File: config.mk
export PLATFORM = sky130hd
export DESIGN_NAME = c_style_token_lexer_unit
export DESIGN_NICKNAME = d
export VERILOG_FILES = /design/src/ctl_pkg.sv /design/src/ctl_lex_core.sv /design/src/ctl_out_queue.sv /design/src/c_style_token_lexer_unit.sv
export SDC_FILE = /design/constraint.sdc
export NUM_CORES = 1
export LEC_CHECK = 0
export BUFFER_PORTS_ARGS = -buffer_cell sky130_fd_sc_hd__buf_2
export CORE_MARGIN = 1.5
export CORE_UTILIZATION = 25
export DETAILED_ROUTE_END_ITERATION = 10
export GPL_ROUTABILITY_DRIVEN = 0
export PLACE_DENSITY = 0.41
export SLEW_MARGIN = 20
export SYNTH_ARGS = -nofsm -noshare
export SYNTH_HDL_FRONTEND = slang
export SYNTH_HIERARCHICAL = 1
export SYNTH_SLANG_ARGS = --single-unit
File: constraint.sdc
create_clock -name clk -period 10.3 [get_ports clk]
set_input_delay 2.06 -clock clk [delete_from_list [all_inputs] [get_ports clk]]
set_output_delay 2.06 -clock clk [all_outputs]
set_load 0.01 [all_outputs]
File: src/ctl_pkg.sv
// Package for the C-style token lexer: token and mode types, token kind codes,
// character constants and character class helpers.
// Depends on nothing; used by every module of the lexer.
`default_nettype none

package ctl_pkg;

  // Lexer mode between bytes.
  typedef enum logic [3:0] {
    M_IDLE  = 4'd0,
    M_SLASH = 4'd1,
    M_LINE  = 4'd2,
    M_BLOCK = 4'd3,
    M_BSTAR = 4'd4,
    M_STR   = 4'd5,
    M_ESC   = 4'd6,
    M_IDENT = 4'd7,
    M_NUM   = 4'd8
  } lex_mode_t;

  localparam logic [4:0] K_END     = 5'd0;
  localparam logic [4:0] K_LPAREN  = 5'd1;
  localparam logic [4:0] K_RPAREN  = 5'd2;
  localparam logic [4:0] K_COLON   = 5'd3;
  localparam logic [4:0] K_SEMI    = 5'd4;
  localparam logic [4:0] K_STAR    = 5'd5;
  localparam logic [4:0] K_LBRACK  = 5'd6;
  localparam logic [4:0] K_RBRACK  = 5'd7;
  localparam logic [4:0] K_LBRACE  = 5'd8;
  localparam logic [4:0] K_RBRACE  = 5'd9;
  localparam logic [4:0] K_HASH    = 5'd10;
  localparam logic [4:0] K_COMMA   = 5'd11;
  localparam logic [4:0] K_STRING  = 5'd12;
  localparam logic [4:0] K_IDENT   = 5'd13;
  localparam logic [4:0] K_INT     = 5'd14;
  localparam logic [4:0] K_FLOAT   = 5'd15;
  localparam logic [4:0] K_UNKNOWN = 5'd16;

  localparam logic [7:0] CH_NUL    = 8'h00;
  localparam logic [7:0] CH_QUOTE  = 8'h22;
  localparam logic [7:0] CH_BSLASH = 8'h5C;
  localparam logic [7:0] CH_DOT    = 8'h2E;
  localparam logic [7:0] CH_UNDER  = 8'h5F;
  localparam logic [7:0] CH_SLASH  = 8'h2F;
  localparam logic [7:0] CH_STAR   = 8'h2A;
  localparam logic [7:0] CH_LF     = 8'h0A;
  localparam logic [7:0] CH_CR     = 8'h0D;
  localparam logic [7:0] CH_LPAREN = 8'h28;
  localparam logic [7:0] CH_RPAREN = 8'h29;
  localparam logic [7:0] CH_COLON  = 8'h3A;
  localparam logic [7:0] CH_SEMI   = 8'h3B;
  localparam logic [7:0] CH_LBRACK = 8'h5B;
  localparam logic [7:0] CH_RBRACK = 8'h5D;
  localparam logic [7:0] CH_LBRACE = 8'h7B;
  localparam logic [7:0] CH_RBRACE = 8'h7D;
  localparam logic [7:0] CH_HASH   = 8'h23;
  localparam logic [7:0] CH_COMMA  = 8'h2C;

  localparam int TOK_FIELD_BITS = 24;
  localparam logic [TOK_FIELD_BITS-1:0] TOK_FIELD_MAX = 24'hFFFFFF;

  // Result queue geometry.
  localparam int QDEPTH    = 4;
  localparam int QPTR_BITS = 2;
  localparam int QLVL_BITS = 3;

  typedef struct packed {
    logic [4:0]                kind;
    logic [TOK_FIELD_BITS-1:0] start;
    logic [TOK_FIELD_BITS-1:0] length;
    logic                      last;
  } token_t;

  // Up to two tokens per byte, handed from the lexer core to the queue.
  typedef struct packed {
    logic [1:0] cnt;
    token_t     tok0;
    token_t     tok1;
  } push_t;

  typedef struct packed {
    logic                 space_ok;
    logic [QLVL_BITS-1:0] level;
  } q_stat_t;

  function automatic logic is_alpha(input logic [7:0] c);
    return (c >= 8'h61 && c <= 8'h7A) || (c >= 8'h41 && c <= 8'h5A);
  endfunction

  function automatic logic is_digit(input logic [7:0] c);
    return c >= 8'h30 && c <= 8'h39;
  endfunction

  function automatic logic is_space(input logic [7:0] c);
    return c == 8'h20 || (c >= 8'h09 && c <= 8'h0D);
  endfunction

endpackage

`default_nettype wire

File: src/ctl_lex_core.sv
// Lexer core: input byte register, mode state and the per-byte token step.
// Depends on ctl_pkg; feeds ctl_out_queue through a ctl_pkg::push_t.
`default_nettype none

module ctl_lex_core #(
  parameter int OFFSET_BITS = 24
) (
  input  wire logic           clk,
  input  wire logic           rst_n,
  input  wire logic           in_valid,
  output logic                in_ready,
  input  wire logic [7:0]     in_byte_in,
  input  wire logic           space_ok,
  output ctl_pkg::push_t      push
);

  localparam int LW = (OFFSET_BITS > ctl_pkg::TOK_FIELD_BITS) ? OFFSET_BITS
                                                              : ctl_pkg::TOK_FIELD_BITS;
  localparam logic [OFFSET_BITS-1:0] OFF_MAX = {OFFSET_BITS{1'b1}};

  logic                    in_vld_r;
  logic [7:0]              in_byte_r;
  ctl_pkg::lex_mode_t      mode_r, mode_nxt;
  logic                    dec_r, dec_nxt;
  logic [OFFSET_BITS-1:0]  pstart_r, pstart_nxt;
  logic [OFFSET_BITS-1:0]  off_r, off_nxt;
  logic                    fire;

  logic [OFFSET_BITS-1:0]  off_inc;
  logic [OFFSET_BITS-1:0]  diff;
  logic [LW-1:0]           diff_ext;
  logic [23:0]             open_len;
  logic [23:0]             pstart_tok;
  logic [23:0]             off_tok;
  logic                    relex;
  logic                    e0_v, e1_v;
  logic [4:0]              e0_kind, e1_kind;
  logic [23:0]             e0_start, e0_len;
  ctl_pkg::token_t         t0, t1;
  logic [7:0]              c;

  assign fire     = in_vld_r && space_ok;
  assign in_ready = !in_vld_r || space_ok;
  assign c        = in_byte_r;

  assign off_inc    = (off_r == OFF_MAX) ? off_r : off_r + 1'b1;
  assign diff       = (off_r >= pstart_r) ? off_r - pstart_r : '0;
  assign diff_ext   = LW'(diff);
  assign open_len   = (diff_ext > LW'(ctl_pkg::TOK_FIELD_MAX)) ? ctl_pkg::TOK_FIELD_MAX
                                                               : diff_ext[23:0];
  assign pstart_tok = LW'(pstart_r) >> 0 == '0 ? 24'd0 : 24'(LW'(pstart_r));
  assign off_tok    = 24'(LW'(off_r));

  always_comb begin
    mode_nxt   = mode_r;
    dec_nxt    = dec_r;
    pstart_nxt = pstart_r;
    relex      = 1'b0;
    e0_v       = 1'b0;
    e0_kind    = ctl_pkg::K_UNKNOWN;
    e0_start   = pstart_tok;
    e0_len     = open_len;
    e1_v       = 1'b0;
    e1_kind    = ctl_pkg::K_UNKNOWN;

    // First pass: close or extend whatever token or comment is open.
    case (mode_r)
      ctl_pkg::M_SLASH: begin
        if (c == ctl_pkg::CH_SLASH) begin
          mode_nxt = ctl_pkg::M_LINE;
        end else if (c == ctl_pkg::CH_STAR) begin
          mode_nxt = ctl_pkg::M_BLOCK;
        end else begin
          e0_v    = 1'b1;
          e0_kind = ctl_pkg::K_UNKNOWN;
          e0_len  = 24'd1;
          relex   = 1'b1;
        end
      end
      ctl_pkg::M_LINE: begin
        if (c == ctl_pkg::CH_LF || c == ctl_pkg::CH_CR) begin
          mode_nxt = ctl_pkg::M_IDLE;
        end else if (c == ctl_pkg::CH_NUL) begin
          relex = 1'b1;
        end
      end
      ctl_pkg::M_BLOCK, ctl_pkg::M_BSTAR: begin
        if (c == ctl_pkg::CH_NUL) begin
          relex = 1'b1;
        end else if (c == ctl_pkg::CH_STAR) begin
          mode_nxt = ctl_pkg::M_BSTAR;
        end else if (c == ctl_pkg::CH_SLASH && mode_r == ctl_pkg::M_BSTAR) begin
          mode_nxt = ctl_pkg::M_IDLE;
        end else begin
          mode_nxt = ctl_pkg::M_BLOCK;
        end
      end
      ctl_pkg::M_STR, ctl_pkg::M_ESC: begin
        if (c == ctl_pkg::CH_NUL) begin
          e0_v    = 1'b1;
          e0_kind = ctl_pkg::K_STRING;
          relex   = 1'b1;
        end else if (mode_r == ctl_pkg::M_ESC) begin
          mode_nxt = ctl_pkg::M_STR;
        end else if (c == ctl_pkg::CH_QUOTE) begin
          e0_v     = 1'b1;
          e0_kind  = ctl_pkg::K_STRING;
          mode_nxt = ctl_pkg::M_IDLE;
        end else if (c == ctl_pkg::CH_BSLASH) begin
          mode_nxt = ctl_pkg::M_ESC;
        end
      end
      ctl_pkg::M_IDENT: begin
        if (!(ctl_pkg::is_alpha(c) || ctl_pkg::is_digit(c) || c == ctl_pkg::CH_UNDER)) begin
          e0_v    = 1'b1;
          e0_kind = ctl_pkg::K_IDENT;
          relex   = 1'b1;
        end
      end
      ctl_pkg::M_NUM: begin
        if (c == ctl_pkg::CH_DOT && !dec_r) begin
          dec_nxt = 1'b1;
        end else if (!ctl_pkg::is_digit(c)) begin
          e0_v    = 1'b1;
          e0_kind = dec_r ? ctl_pkg::K_FLOAT : ctl_pkg::K_INT;
          relex   = 1'b1;
        end
      end
      default: begin
        relex = 1'b1;
      end
    endcase

    // Second pass: lex the byte on its own from the between-tokens mode.
    if (relex) begin
      mode_nxt = ctl_pkg::M_IDLE;
      case (c)
        ctl_pkg::CH_NUL:    begin e1_v = 1'b1; e1_kind = ctl_pkg::K_END;    end
        ctl_pkg::CH_LPAREN: begin e1_v = 1'b1; e1_kind = ctl_pkg::K_LPAREN; end
        ctl_pkg::CH_RPAREN: begin e1_v = 1'b1; e1_kind = ctl_pkg::K_RPAREN; end
        ctl_pkg::CH_COLON:  begin e1_v = 1'b1; e1_kind = ctl_pkg::K_COLON;  end
        ctl_pkg::CH_SEMI:   begin e1_v = 1'b1; e1_kind = ctl_pkg::K_SEMI;   end
        ctl_pkg::CH_STAR:   begin e1_v = 1'b1; e1_kind = ctl_pkg::K_STAR;   end
        ctl_pkg::CH_LBRACK: begin e1_v = 1'b1; e1_kind = ctl_pkg::K_LBRACK; end
        ctl_pkg::CH_RBRACK: begin e1_v = 1'b1; e1_kind = ctl_pkg::K_RBRACK; end
        ctl_pkg::CH_LBRACE: begin e1_v = 1'b1; e1_kind = ctl_pkg::K_LBRACE; end
        ctl_pkg::CH_RBRACE: begin e1_v = 1'b1; e1_kind = ctl_pkg::K_RBRACE; end
        ctl_pkg::CH_HASH:   begin e1_v = 1'b1; e1_kind = ctl_pkg::K_HASH;   end
        ctl_pkg::CH_COMMA:  begin e1_v = 1'b1; e1_kind = ctl_pkg::K_COMMA;  end
        ctl_pkg::CH_SLASH: begin
          mode_nxt   = ctl_pkg::M_SLASH;
          pstart_nxt = off_r;
        end
        ctl_pkg::CH_QUOTE: begin
          mode_nxt   = ctl_pkg::M_STR;
          pstart_nxt = off_inc;
        end
        default: begin
          if (ctl_pkg::is_space(c)) begin
            mode_nxt = ctl_pkg::M_IDLE;
          end else if (ctl_pkg::is_alpha(c)) begin
            mode_nxt   = ctl_pkg::M_IDENT;
            pstart_nxt = off_r;
          end else if (ctl_pkg::is_digit(c)) begin
            mode_nxt   = ctl_pkg::M_NUM;
            dec_nxt    = 1'b0;
            pstart_nxt = off_r;
          end else begin
            e1_v    = 1'b1;
            e1_kind = ctl_pkg::K_UNKNOWN;
          end
        end
      endcase
    end

    off_nxt = (c == ctl_pkg::CH_NUL) ? '0 : off_inc;
  end

  always_comb begin
    t0.kind   = e0_kind;
    t0.start  = e0_start;
    t0.length = e0_len;
    t0.last   = !e1_v;
    t1.kind   = e1_kind;
    t1.start  = off_tok;
    t1.length = 24'd1;
    t1.last   = 1'b1;
    push.cnt  = fire ? (2'(e0_v) + 2'(e1_v)) : 2'd0;
    push.tok0 = e0_v ? t0 : t1;
    push.tok1 = t1;
  end

  always_ff @(posedge clk) begin
    if (!rst_n) begin
      in_vld_r <= 1'b0;
    end else if (in_ready) begin
      in_vld_r <= in_valid;
    end
  end

  always_ff @(posedge clk) begin
    if (in_ready && in_valid) begin
      in_byte_r <= in_byte_in;
    end
  end

  always_ff @(posedge clk) begin
    if (!rst_n) begin
      mode_r   <= ctl_pkg::M_IDLE;
      dec_r    <= 1'b0;
      pstart_r <= '0;
      off_r    <= '0;
    end else if (fire) begin
      mode_r   <= mode_nxt;
      dec_r    <= dec_nxt;
      pstart_r <= pstart_nxt;
      off_r    <= off_nxt;
    end
  end

endmodule

`default_nettype wire

File: src/ctl_out_queue.sv
// Result queue: four token entries, up to two pushed and one popped a cycle.
// Depends on ctl_pkg for token_t, push_t and q_stat_t.
`default_nettype none

module ctl_out_queue (
  input  wire logic              clk,
  input  wire logic              rst_n,
  input  ctl_pkg::push_t         push,
  output ctl_pkg::q_stat_t       stat,
  output logic                   out_valid,
  input  wire logic              out_ready,
  output ctl_pkg::token_t        out_tok
);

  ctl_pkg::token_t                 tok_q_r [ctl_pkg::QDEPTH];
  logic [ctl_pkg::QPTR_BITS-1:0]   wr_ptr_r, rd_ptr_r;
  logic [ctl_pkg::QLVL_BITS-1:0]   level_r, level_nxt;
  logic                            pop;
  logic [ctl_pkg::QLVL_BITS-1:0]   level_after_pop;

  assign out_valid       = level_r != '0;
  assign pop             = out_valid && out_ready;
  assign out_tok         = tok_q_r[rd_ptr_r];
  assign level_after_pop = level_r - ctl_pkg::QLVL_BITS'(pop);
  assign level_nxt       = level_after_pop + ctl_pkg::QLVL_BITS'(push.cnt);

  always_comb begin
    stat.space_ok = level_after_pop <= ctl_pkg::QLVL_BITS'(ctl_pkg::QDEPTH - 2);
    stat.level    = level_r;
  end

  always_ff @(posedge clk) begin
    if (push.cnt != 2'd0) begin
      tok_q_r[wr_ptr_r] <= push.tok0;
    end
    if (push.cnt == 2'd2) begin
      tok_q_r[wr_ptr_r + 1'b1] <= push.tok1;
    end
  end

  always_ff @(posedge clk) begin
    if (!rst_n) begin
      wr_ptr_r <= '0;
      rd_ptr_r <= '0;
      level_r  <= '0;
    end else begin
      wr_ptr_r <= wr_ptr_r + ctl_pkg::QPTR_BITS'(push.cnt);
      rd_ptr_r <= rd_ptr_r + ctl_pkg::QPTR_BITS'(pop);
      level_r  <= level_nxt;
    end
  end

endmodule

`default_nettype wire

File: src/c_style_token_lexer_unit.sv
// C-style token lexer, top level: wires the lexer core to the result queue.
// Depends on ctl_pkg, ctl_lex_core and ctl_out_queue.
//
// Streaming lexer for C-like source text. Each input word is one source byte;
// byte zero marks the end of a stream, emits an end token and restarts the
// offset count at zero. Whitespace, double-slash line comments and slash-star
// block comments are skipped. Every result word carries a token kind, the byte
// offset of its first character (for strings, the byte after the opening
// quote), its length (saturating at 2^24-1) and last_of_run, set on the final
// token that one byte produced. Identifiers and numbers are closed by the
// byte after them, which is then lexed on its own, so one byte can yield two
// tokens; strings end at their closing quote. Rate: one byte is taken per
// cycle while the queue has room; the result port hands out one token per
// cycle while out_ready is high, so bytes that yield two tokens fill the
// queue when the stream runs without idle gaps. The input holds off while
// the queue, after this cycle's pop, has more than two tokens in it. The
// first token of a byte passes through the input byte register, where the
// whole token step is done, into the four-entry result queue once it has
// room, and the queue's single read port sets the output rate.
`default_nettype none

module c_style_token_lexer_unit #(
  parameter int OFFSET_BITS = 24
) (
  input  wire logic        clk,
  input  wire logic        rst_n,
  input  wire logic        in_valid,
  output logic             in_ready,
  input  wire logic [7:0]  in_byte_in,
  output logic             out_valid,
  input  wire logic        out_ready,
  output logic [4:0]       out_token_kind,
  output logic [23:0]      out_token_start,
  output logic [23:0]      out_token_length,
  output logic             out_last_of_run
);

  ctl_pkg::push_t   push;
  ctl_pkg::q_stat_t stat;
  ctl_pkg::token_t  out_tok;

  // Lex one byte a cycle whenever the queue can take two more tokens.
  ctl_lex_core #(
    .OFFSET_BITS (OFFSET_BITS)
  ) u_core (
    .clk        (clk),
    .rst_n      (rst_n),
    .in_valid   (in_valid),
    .in_ready   (in_ready),
    .in_byte_in (in_byte_in),
    .space_ok   (stat.space_ok),
    .push       (push)
  );

  // Hold tokens until the consumer takes them, one per cycle.
  ctl_out_queue u_queue (
    .clk       (clk),
    .rst_n     (rst_n),
    .push      (push),
    .stat      (stat),
    .out_valid (out_valid),
    .out_ready (out_ready),
    .out_tok   (out_tok)
  );

  assign out_token_kind   = out_tok.kind;
  assign out_token_start  = out_tok.start;
  assign out_token_length = out_tok.length;
  assign out_last_of_run  = out_tok.last;

`ifndef SYNTHESIS
  // Queue never holds more than its depth.
  a_level_bound: assert property (@(posedge clk) disable iff (!rst_n)
    stat.level <= ctl_pkg::QLVL_BITS'(ctl_pkg::QDEPTH))
    else $error("result queue overflow");

  // Tokens are pushed only when room for two was checked.
  a_push_room: assert property (@(posedge clk) disable iff (!rst_n)
    (push.cnt != 2'd0) |-> stat.space_ok)
    else $error("token pushed without queue room");

  // A pop with no push lowers the level by exactly one.
  a_pop_level: assert property (@(posedge clk) disable iff (!rst_n)
    (out_valid && out_ready && push.cnt == 2'd0) |=> (stat.level == $past(stat.level) - 1'b1))
    else $error("queue level mismatch after pop");
`endif

endmodule

`default_nettype wire
# After elaboration in Yosys (flattened, before gate mapping)
# Memory sizes are Yosys's and may differ from the RTL's. A register that Yosys moved wholly into a read port is not among the register bits.
# Cells that the tools add are included.
[totals]
ramBits = 216
out_inout_bits = 56
register_bits = 69
n_memories = 1
[memory_table]
columns = ["name", "words", "width", "read_ports", "rd_clocked_by_memory_dff", "wr", "line_no", "source"]
rows = [
  ["u_queue.tok_q_r", 4, 54, 1, 1, 2, "ctl_out_queue.sv:15", "ctl_pkg::token_t tok_q_r [ctl_pkg::QDEPTH];"],
]
[classes]
n_bitwise = 1
n_mux = 68
n_lt_le_gt_ge = 11
reduce_logical = 32
n_eq_ne = 35
addsub = 8
[ops]
columns = ["operator", "n"]
rows = [
  ["$mux W24", 11],
  ["$eq A8 B6 Y1 const B", 11],
  ["$pmux W24 S3", 1],
  ["$pmux W5 S12", 1],
  ["$mux W54", 1],
  ["$mux W4", 13],
  ["$eq A8 B7 Y1 const B", 6],
  ["$mux W5", 7],
  ["$mux W1", 25],
  ["$add A24 B1 Y24 const B", 1],
  ["$eq A24 B24 Y1 const B", 1],
  ["$ge A24 B24 Y1", 1],
  ["$gt A24 B24 Y1 const B", 1],
  ["$logic_not A24 Y1", 1],
  ["$sub A24 B24 Y24", 1],
  ["$eq A4 B3 Y1 const B", 4],
  ["$eq A8 B4 Y1 const B", 2],
  ["$ge A8 B7 Y1 const B", 2],
  ["$le A8 B7 Y1 const B", 2],
  ["$pmux W4 S4", 1],
  ["$pmux W5 S3", 1],
  ["$reduce_or A14 Y1", 1],
  ["$pmux W4 S3", 1],
  ["$reduce_or A12 Y1", 1],
  ["other kinds (36)", 58],
]

# Logic depth before layout (Yosys ltp)
# Gate-level depths: netlist of the first run.
[logic_depth]
word_depth = 13
ltp_mapped = 18

# Modules after synthesis
# The synthesis of the first run kept the hierarchy.
[by_module_without_submodules]
columns = ["mod", "seq_area_each_um2", "area_each_um2", "cells_per_inst", "instances"]
rows = [
  ["ctl_out_queue", 6626.4, 11502.3, 566, 1],
  ["ctl_lex_core", 1321.3, 5893.2, 799, 1],
]

# Worst setup path after synthesis of the first run
# Ideal clock, no wire load.
[synth_timing]
path_type = "input to register"
from = "input port out_ready"
to = "memory u_queue/tok_q_r[0][0] in the netlist's numbering, enable pin"
cell_stages = 10
arrival_ps = 7778
slack_ps = 1976
n_path_buf = 1
required_ps = 9754
cell_sequence = "and2_1 ha_1 ha_1 xor2_1 a21oi_1 nand2_1 clkbuf_1 nor2_1 nor2_1 o31ai_1"
[synth_lines]
columns = ["element", "line_no", "source"]
rows = [
  ["start: declaration", "c_style_token_lexer_unit.sv:31", "input wire logic out_ready,"],
  ["end: declaration", "ctl_out_queue.sv:15", ""],
]

==> run metrics, run 1 <==
RSZ-0062 raised after global routing=no; slowest cell on the critical path=and4bb_4; Clock Path Buffers=3; Mean Syn Cell Area=12.7 um2; mapped cell area=0.0174 mm2; cts bufs inserted=36; synth warn=6; per-cell routed wire length=21.1 um; max-cap violations=0; first-pass GRT wire length=74700 um; clk slew on worst S/H paths=roughly 60 ps; H-tree levels=2; area of the die=0.0712 mm2; Detailed Place HPWL=32000 um; Synth top area share=approximately 39%; Pwr Density=around 210 mW/mm2; Total GRT Usage=14.0%; worst setup path class=in2reg; pin count of the biggest net entering global routing=56; CP Capture Type=flop; register bit total from synthesis=285; crit path DAT=~6300 ps; Placement Rows=96; core area=roughly 0.069 mm2; Final ANT Viol Nets=0; vias per std cell=roughly 4.7; setup_tns=0 ps; total leakage power=around 6.6 nW; number of setup buffers added after CTS=0; Slew Limit Fails=0; largest area contributor in the netlist=edfxtp_1; Fin Clk Skew=roughly 26 ps; Setup crit start kind=input pin; Worst Max-Slew Pin Slew=1040 ps; Synth cell types=85; critical path fanouts, max=32; DRT Pass-1 Iters=6; total I/O pin count=68; Final Instance Count excl. Fillers=around 2.4k; DR DRC count=0; CTS Hold Buffers Added=0; placed cell areas=around 0.018 mm2; CP dominant cell by count=ha_1; Worst Setup SP=out_ready; Congestion Overflow GR=0; nets@finish=1445; DR iter-0 viols=~690; Crit path buffers/inverters=2; Clk Latency, worst-skew pair=approximately 550 ps; antenna cells=0; DR vias=11.1k; root buf cell=clkbuf_16; cell chain of the critical path=buf_2 > and2_1 > ha_1 > ha_1 > xor2_1 > a21oi_1 > nand2_1 > nor2_1 > and4bb_4 > buf_4 > mux2_2; Sink Count=roughly 290; vias in the first global route=between 10k and 15k; Main synth FF type=edfxtp_1; Hold/Removal Path Class=reg2reg; drt total wl=49700 um; hold slack=503 ps; max_slew headroom=between 30% and 40%; Worst EP required=about 11000 ps; status=complete, no violations; Peak VDD IR=slightly below 0.0001 V; share of layout cells above drive strength 1=31.6%; Die Height=267 um; TritonCTS clock tree=built; final hold vios=0; crit-path leading delay family=simple AND/OR/NAND/NOR gates; final period utilization=between 50% and 60%; number of synthesized flops with an enable pin=roughly 220; reg2reg start=u_core/c[4]$_DFFE_PP_; setup violators final=0; Async SR Flop Fraction=0%; Non-Filler Cell Area, Final=0.0195 mm2; Area Growth Syn to Fin=12.3%; Cells after DPL=2292; Max Fclk=about 0.17 GHz; register area share after synthesis=between 40% and 50%; post-synthesis cell count=roughly 1.4k; initial antenna violation count=0; Port-buffer cells=67; Area contributors post-synth=edfxtp_1 39%, mux2_4 13%, dfxtp_1 7.0%; CTS resizes=0; HP Start=u_core/pstart_r[15]$_SDFFE_PN0P_; minimum clock period=~6000 ps; Critical Path Max Stage Delay=800 ps; die width=between 200 and 300 um; initial core utilization=25.3%
## power breakdown
part           internal (W)  switching, W
clock              0.000724      0.000501
sequential          0.00141      0.000113
combinational      0.000551      0.000738
## worst min-delay path: stages (launching register included)
cell and delay (ps):
dfxtp_1 310, nor2_1 100, a211oi_1 50
## layout make-up
cell class	instances	area [um2]
fillers	7112	49200
flip-flops and latches	285	7950
well taps	931	1160
clock inverters	12	148
repair buffers	90	514
multi-input cells	945	8640
inverters	42	158
clock buffers	51	957
## layout by cell type, fill, tap and decap left out, types with 5 or more instances in the layout
| cell | count |
|---|---|
| a211oi_1 | 23 |
| a21o_1 | 16 |
| a21oi_1 | 60 |
| a31oi_1 | 12 |
| and2_1 | 20 |
| and3_1 | 11 |
| and4_1 | 6 |
| buf_2 | 67 |
| buf_4 | 22 |
| clkbuf_1 | 15 |
| clkbuf_16 | 36 |
| clkinv_2 | 5 |
| conb_1 | 25 |
| dfxtp_1 | 59 |
| edfxtp_1 | 224 |
| ha_1 | 31 |
| inv_1 | 40 |
| mux2_2 | 85 |
| mux2_4 | 149 |
| mux2i_1 | 7 |
| mux4_2 | 54 |
| nand2_1 | 51 |
| nand2b_1 | 9 |
| nand3_1 | 28 |
| nand4_1 | 13 |
| nor2_1 | 96 |
| nor2b_1 | 8 |
| nor3_1 | 27 |
| nor3b_1 | 5 |
| nor4_1 | 8 |
| o211ai_1 | 5 |
| o21a_1 | 10 |
| o21ai_0 | 44 |
| or3_1 | 12 |
| or4_1 | 5 |
| xnor2_1 | 21 |
| xor2_1 | 18 |
## path summary, 6_finish.rpt
check | endpoint | slack, ps | cells after the start
max reg2reg | u_queue/tok_q_r[2][53]$_DFFE_PP_ | 4360 | 14
min | u_core/pstart_r[15]$_SDFFE_PN0P_ | 500 | 2
max | u_queue/tok_q_r[2][53]$_DFFE_PP_ | 4300 | 11
min reg2reg | u_core/pstart_r[15]$_SDFFE_PN0P_ | 500 | 2
## cell families after synthesis
kind of cell             synth area share, %
adder cells (fa/ha/maj)                 2.46
buffers and inverters                   5.50
multiplexers                            26.0
XOR/XNOR                                2.09
AND/OR/NAND/NOR                         9.67
AO/OA/AOI/OAI                           8.53
other                                 0.0432
flip-flops                              45.7
## registers in the layout (all words and copies together) (netlist names)
signal            count
u_core/dec_r          1
u_queue/rd_ptr_r      2
u_core/mode_r         4
u_core/off_r         24
u_queue/wr_ptr_r      2
u_core/c              8
u_core/pstart_r      24
u_queue/level_r       3
u_queue/tok_q_r     216
u_core/in_vld_r       1
## cells in the mapped netlist, drive strengths merged (13+ instances only)
cell	instances
mux2	238
edfxtp	224
nor2	98
buf	78
dfxtp	61
a21oi	60
mux4	54
nand2	51
o21ai	45
inv	40
clkbuf	38
ha	31
nand3	28
nor3	28
a211oi	26
xnor2	21
and2	20
xor2	18
a21o	16
nand4	13
## through the flow
step | total power [W] | util [%] | setup WS (ps)
after floorplan | 0.00244 | - | 1980
after global placement | 0.00287 | 26.8 | 3750
after detailed placement | 0.00287 | 26.8 | 3660
after CTS | 0.00412 | 28.4 | 4230
after global routing | 0.00426 | 28.4 | 4020
final | 0.00403 | 28.4 | 4300
## per-layer routing
layer	track usage [%]	vias to the layer above	part of all wire [%]
met5	0	-	0
met3	1.74	54	3.5
met1	18.5	5590	45
met4	3.64	0	1.9
met2	24.2	238	49
li1	-	5250	-
No activity file was read; power rests on OpenSTA's default activity.
==> inputs of run 2 (changes only) <==
==> constraint.sdc (replaced) <==
create_clock -name clk -period 6.1 [get_ports clk]
set_input_delay 1.22 -clock clk [delete_from_list [all_inputs] [get_ports clk]]
set_output_delay 1.22 -clock clk [all_outputs]
set_load 0.01 [all_outputs]
==> run metrics, run 2 (synthesis results as in run 1) <==
CTS resizes=0; number of setup buffers added after CTS=0; drt total wl=around 48000 um; Final ANT Viol Nets=0; Max Fclk=slightly above 0.2 GHz; CTS Hold Buffers Added=0; root buf cell=clkbuf_16; Cells after DPL=2304; Setup crit start kind=flop; nets@finish=around 1.5k; post-layout util=between 20 and 30%; Detailed Place HPWL=31400 um; initial antenna violation count=0; Largest register FFs=216; final period utilization=roughly 80%; H-tree levels=2; Clk Latency, worst-skew pair=560 ps; most common cell after layout, fill and taps aside=edfxtp_1; CP dominant cell by count=inv_1; hold slack=a little over 500 ps; DRT Pass-1 Iters=5; critical path fanouts, max=41; worst setup path class=reg2reg; Hold/Removal Path Class=reg2reg; Pwr Density=around 350 mW/mm2; first-pass GRT wire length=~73000 um; Slew Limit Fails=0; per-cell routed wire length=slightly above 20 um; worst reg-to-reg setup slack=between 1000 and 1500 ps; setup_tns=0 ps; minimum clock period=a little under 5000 ps; commonest non-fill, non-tap cells in the layout=224 x edfxtp_1, 149 x mux2_4, 96 x nor2_1; Clock Path Buffers=3; vias in the first global route=11.8k; total leakage power=around 6.7 nW; hold endpoint=u_core/pstart_r[15]$_SDFFE_PN0P_; Critical Path Max Stage Delay=750 ps; CP Capture Type=flop; Area Growth Syn to Fin=13.8%; final hold vios=0; pin count of the biggest net entering global routing=55; Port-buffer cells=between 60 and 70; reg2reg end=u_queue/tok_q_r[2][21]$_DFFE_PP_; cts bufs inserted=36; Die Height=roughly 270 um; Placement Rows=96; initial core utilization=between 20% and 30%; DR iter-0 viols=about 600; Reg2Reg Depth=14; Top reg by flops=u_queue/tok_q_r; Regs by FF count=u_queue/tok_q_r (216), u_core/off_r (24), u_core/pstart_r (24); Worst Max-Slew Pin Slew=998 ps; max_slew headroom=between 30 and 40%; total I/O pin count=a little under 70; slowest cell on the critical path=or4b_1; DR DRC count=0; HP Start=u_core/pstart_r[15]$_SDFFE_PN0P_; Sink Count=285; hold depth=2; TritonCTS clock tree=built; core area=0.0687 mm2; die width=~270 um; vias per std cell=roughly 4.7; status=complete, no violations; crit path DAT=between 5000 and 6000 ps; share of layout cells above drive strength 1=about a third; setup violators final=0; Worst EP required=about 6300 ps; Fin Clk Skew=around 22 ps; clk slew on worst S/H paths=60 ps; Congestion Overflow GR=0; reg2reg start=u_core/c[4]$_DFFE_PP_; Non-Filler Cell Area, Final=about 0.02 mm2; Total GRT Usage=13.6%; max-cap violations=0; Final Instance Count excl. Fillers=between 2k and 2.5k; area of the die=0.0712 mm2; DR vias=roughly 11k; placed cell areas=between 0.015 and 0.02 mm2; RSZ-0062 raised after global routing=no; Peak VDD IR=~0.00020 V; cell chain of the critical path=or4b_1 > or4_1 > buf_4 > a21oi_1 > o21ai_1 > nand2_1 > nor2_2 > inv_1 > ha_1 > inv_1 > nor2_1 > and4bb_4 > o21bai_4 > buf_12
run 2: cell count changes in the layout (fill, tap and decap cells not counted), sizes merged:
cell      delta
inv          +2
buf         +12
clkinv       -3
clkinvlp     +1
diode        +2
clkbuf       +2
run 2: routing by layer:
metal	vias to the layer above	track usage (%)	part of all wire, %
met5	-	0	0
met4	0	2.79	1.4
met3	50	2.33	3.7
met2	206	23.5	49
met1	5610	17.8	46
li1	5265	-	-
run 2: power breakdown:
| group | internal (W) | switching (W) |
|---|---|---|
| combinational | 0.000947 | 0.00126 |
| clock | 0.00130 | 0.000860 |
| sequential | 0.00237 | 0.000210 |
| total | 0.00462 | 0.00233 |
run 2: worst max-delay path by stage:
stage                           from                                to  slack, ps  cells after the start
3_3_place_gp   u_core/c[4]$_DFFE_PP_  u_queue/tok_q_r[2][22]$_DFFE_PP_       1210                     14
5_1_grt        u_core/c[4]$_DFFE_PP_  u_queue/tok_q_r[2][21]$_DFFE_PP_        840                     14
6_report       u_core/c[4]$_DFFE_PP_  u_queue/tok_q_r[2][21]$_DFFE_PP_       1220                     14
4_1_cts        u_core/c[4]$_DFFE_PP_  u_queue/tok_q_r[2][34]$_DFFE_PP_       1150                     14
2_1_floorplan  u_core/c[7]$_DFFE_PP_   u_queue/tok_q_r[2][0]$_DFFE_PP_         20                     16
3_5_place_dp   u_core/c[4]$_DFFE_PP_  u_queue/tok_q_r[2][22]$_DFFE_PP_       1160                     14
run 2: cell type report:
class	count	area, um2
Sequential cell	285	7950
Inverter	42	158
Fill cell	7096	48900
Antenna cell	2	5.00
Clock buffer	54	1020
Timing Repair Buffer	101	678
Tap cell	931	1160
Clock inverter	12	176
Multi-Input combinational cell	945	8630
run 2: worst max-delay path: cells and delay by family (launching register included):
kind | cells | cell delay (ps)
fa+ha+maj | 1 | 130
simple gates | 6 | 2670
compound gates | 3 | 500
buf+inv | 4 | 670
flops | 1 | 530
run 2: through the flow:
step / power (W) / setup WS, ps
after global routing: 0.00734 / 843
final: 0.00695 / 1220
after global placement: 0.00490 / 1210
after CTS: 0.00709 / 1150
after floorplan: 0.00411 / 15.2
after detailed placement: 0.00489 / 1160
==> inputs of run 3 (changes only) <==
--- a/config.mk
+++ b/config.mk
@@ -10,7 +10,7 @@
 export CORE_UTILIZATION = 25
 export DETAILED_ROUTE_END_ITERATION = 10
 export GPL_ROUTABILITY_DRIVEN = 0
-export PLACE_DENSITY = 0.41
+export PLACE_DENSITY = 0.42
 export SLEW_MARGIN = 20
 export SYNTH_ARGS = -nofsm -noshare
 export SYNTH_HDL_FRONTEND = slang
==> constraint.sdc (replaced) <==
create_clock -name clk -period 4.1 [get_ports clk]
set_input_delay 0.82 -clock clk [delete_from_list [all_inputs] [get_ports clk]]
set_output_delay 0.82 -clock clk [all_outputs]
set_load 0.01 [all_outputs]
==> run metrics, run 3 (synthesis results as in run 1) <==
status=complete, no violations; max_slew headroom=roughly half; CTS resizes=0; commonest non-fill, non-tap cells in the layout=224 x edfxtp_1, 149 x mux2_4, 94 x nor2_1; final period utilization=a little over nine tenths; Detailed Place HPWL=roughly 33000 um; Die Height=267 um; Placement Rows=96; setup violators final=0; setup_tns=0 ps; critical path fanouts, max=27; Pwr Density=519 mW/mm2; initial core utilization=approximately a quarter; Clk Latency, worst-skew pair=roughly 560 ps; root buf cell=clkbuf_16; number of setup buffers added after CTS=0; DR vias=around 11k; Setup crit start kind=flop; Slew Limit Fails=0; first-pass GRT wire length=approximately 73000 um; nets@finish=~1.5k; minimum clock period=approximately 3900 ps; share of layout cells above drive strength 1=approximately a third; Worst EP required=4390 ps; cts bufs inserted=37; Final ANT Viol Nets=0; Worst Setup EP=u_queue/tok_q_r[3][5]$_DFFE_PP_; Clock Path Buffers=3; Max Fclk=between 0.2 and 0.3 GHz; reg2reg end=u_queue/tok_q_r[3][5]$_DFFE_PP_; pin count of the biggest net entering global routing=48; Sink Count=around 290; vias in the first global route=about 12k; core area=just under 0.07 mm2; pre-CTS WS=219 ps; Largest register FFs=between 200 and 250; Reg2Reg Depth=10; crit path DAT=approximately 4200 ps; post-layout util=29.7%; per-cell routed wire length=19.7 um; die width=267 um; Peak VDD IR=roughly 0.00027 V; Regs by FF count=u_queue/tok_q_r (216), u_core/off_r (24), u_core/pstart_r (24); Worst Setup SP=u_core/c[4]$_DFFE_PP_; Area Growth Syn to Fin=17.4%; Final Instance Count excl. Fillers=approximately 2.4k; Fin Clk Skew=27.7 ps; worst reg-to-reg setup slack=about 230 ps; vias per std cell=4.69; CP Capture Type=flop; TritonCTS clock tree=built; drt total wl=between 40000 and 50000 um; Hold/Removal Path Class=in2reg; area of the die=around 0.071 mm2; Congestion Overflow GR=0; Cells after DPL=2352; post-route worst setup slack=roughly 230 ps; H-tree levels=2; Worst Max-Slew Pin Slew=between 700 and 800 ps; DRT Pass-1 Iters=5; Top reg by flops=u_queue/tok_q_r; total I/O pin count=68; max-cap violations=0; Port-buffer cells=67; antenna cells=0; RSZ-0062 raised after global routing=no; reg2reg start=u_core/c[4]$_DFFE_PP_; DR iter-0 viols=roughly 720; total leakage power=a little over 7 nW; clk slew on worst S/H paths=50 ps; initial antenna violation count=0; DR DRC count=0; most common cell after layout, fill and taps aside=edfxtp_1; CTS Hold Buffers Added=0; final hold vios=0; Total GRT Usage=a little over an eighth; worst setup path class=reg2reg
==> run 3: changes by cell type in the layout (fill, tap and decap cells not counted), sizes merged <==
cell	delta
buf	+48
bufinv	+1
inv	-2
diode	-2
clkinv	+1
clkbuf	+3
clkinvlp	-1
==> run 3: through the flow <==
step                      power [W]  cell area [um2]  hold WS (ps)
after floorplan             0.00616            17600           478
after detailed placement    0.00743            19200           493
after global routing         0.0112            20400           426
after global placement      0.00743            19200           490
after CTS                    0.0108            20400           411
final                        0.0106            20400           449
==> run 3: layer usage <==
layer / vias up / track usage (%) / wire length (um)
met5: - / 0 / 0
met4: 0 / 4.27 / 1220
met3: 60 / 1.62 / 1320
met2: 188 / 23.2 / 23500
met1: 5735 / 17.4 / 21600
li1: 5376 / - / -
==> run 3: worst min-delay path by stage <==
stage / start / end / slack (ps) / cells after the start
final: in_byte_in[5] / u_core/c[5]$_DFFE_PP_ / 450 / 1
after global routing: in_byte_in[6] / u_core/c[6]$_DFFE_PP_ / 430 / 1
after CTS: in_byte_in[4] / u_core/c[4]$_DFFE_PP_ / 410 / 1
after detailed placement: u_core/pstart_r[15]$_SDFFE_PN0P_ / u_core/pstart_r[15]$_SDFFE_PN0P_ / 490 / 2
after global placement: u_core/pstart_r[15]$_SDFFE_PN0P_ / u_core/pstart_r[15]$_SDFFE_PN0P_ / 490 / 2
after floorplan: u_core/pstart_r[15]$_SDFFE_PN0P_ / u_core/pstart_r[15]$_SDFFE_PN0P_ / 480 / 2
==> run 3: where the power goes <==
group,total (W),switching (W),leakage (nW),internal (W)
combinational,0.00351,0.00196,4.08,0.00155
sequential,0.00377,0.000236,2.39,0.00353
clock,0.00331,0.00128,0.599,0.00203
total,0.0106,0.00348,7.07,0.00711
==> run 3: layout make-up <==
| type | instances | area [um2] |
|---|---|---|
| Clock buffer | 57 | 1050 |
| Fill cell | 7094 | 48300 |
| Multi-Input combinational cell | 945 | 8700 |
| Clock inverter | 11 | 180 |
| Timing Repair Buffer | 149 | 1200 |
| Tap cell | 931 | 1160 |
| Inverter | 42 | 163 |
| Sequential cell | 285 | 7950 |
==> run 3: critical path, cell delays in order, from the launching register on <==
cell and delay (ps):
edfxtp_1 390, or4b_1 680, nor3_4 270, a311oi_1 170, a311o_1 380, and3_1 200
ha_4 210, and3_4 190, and4bb_4 480, buf_12 270, mux2_4 330
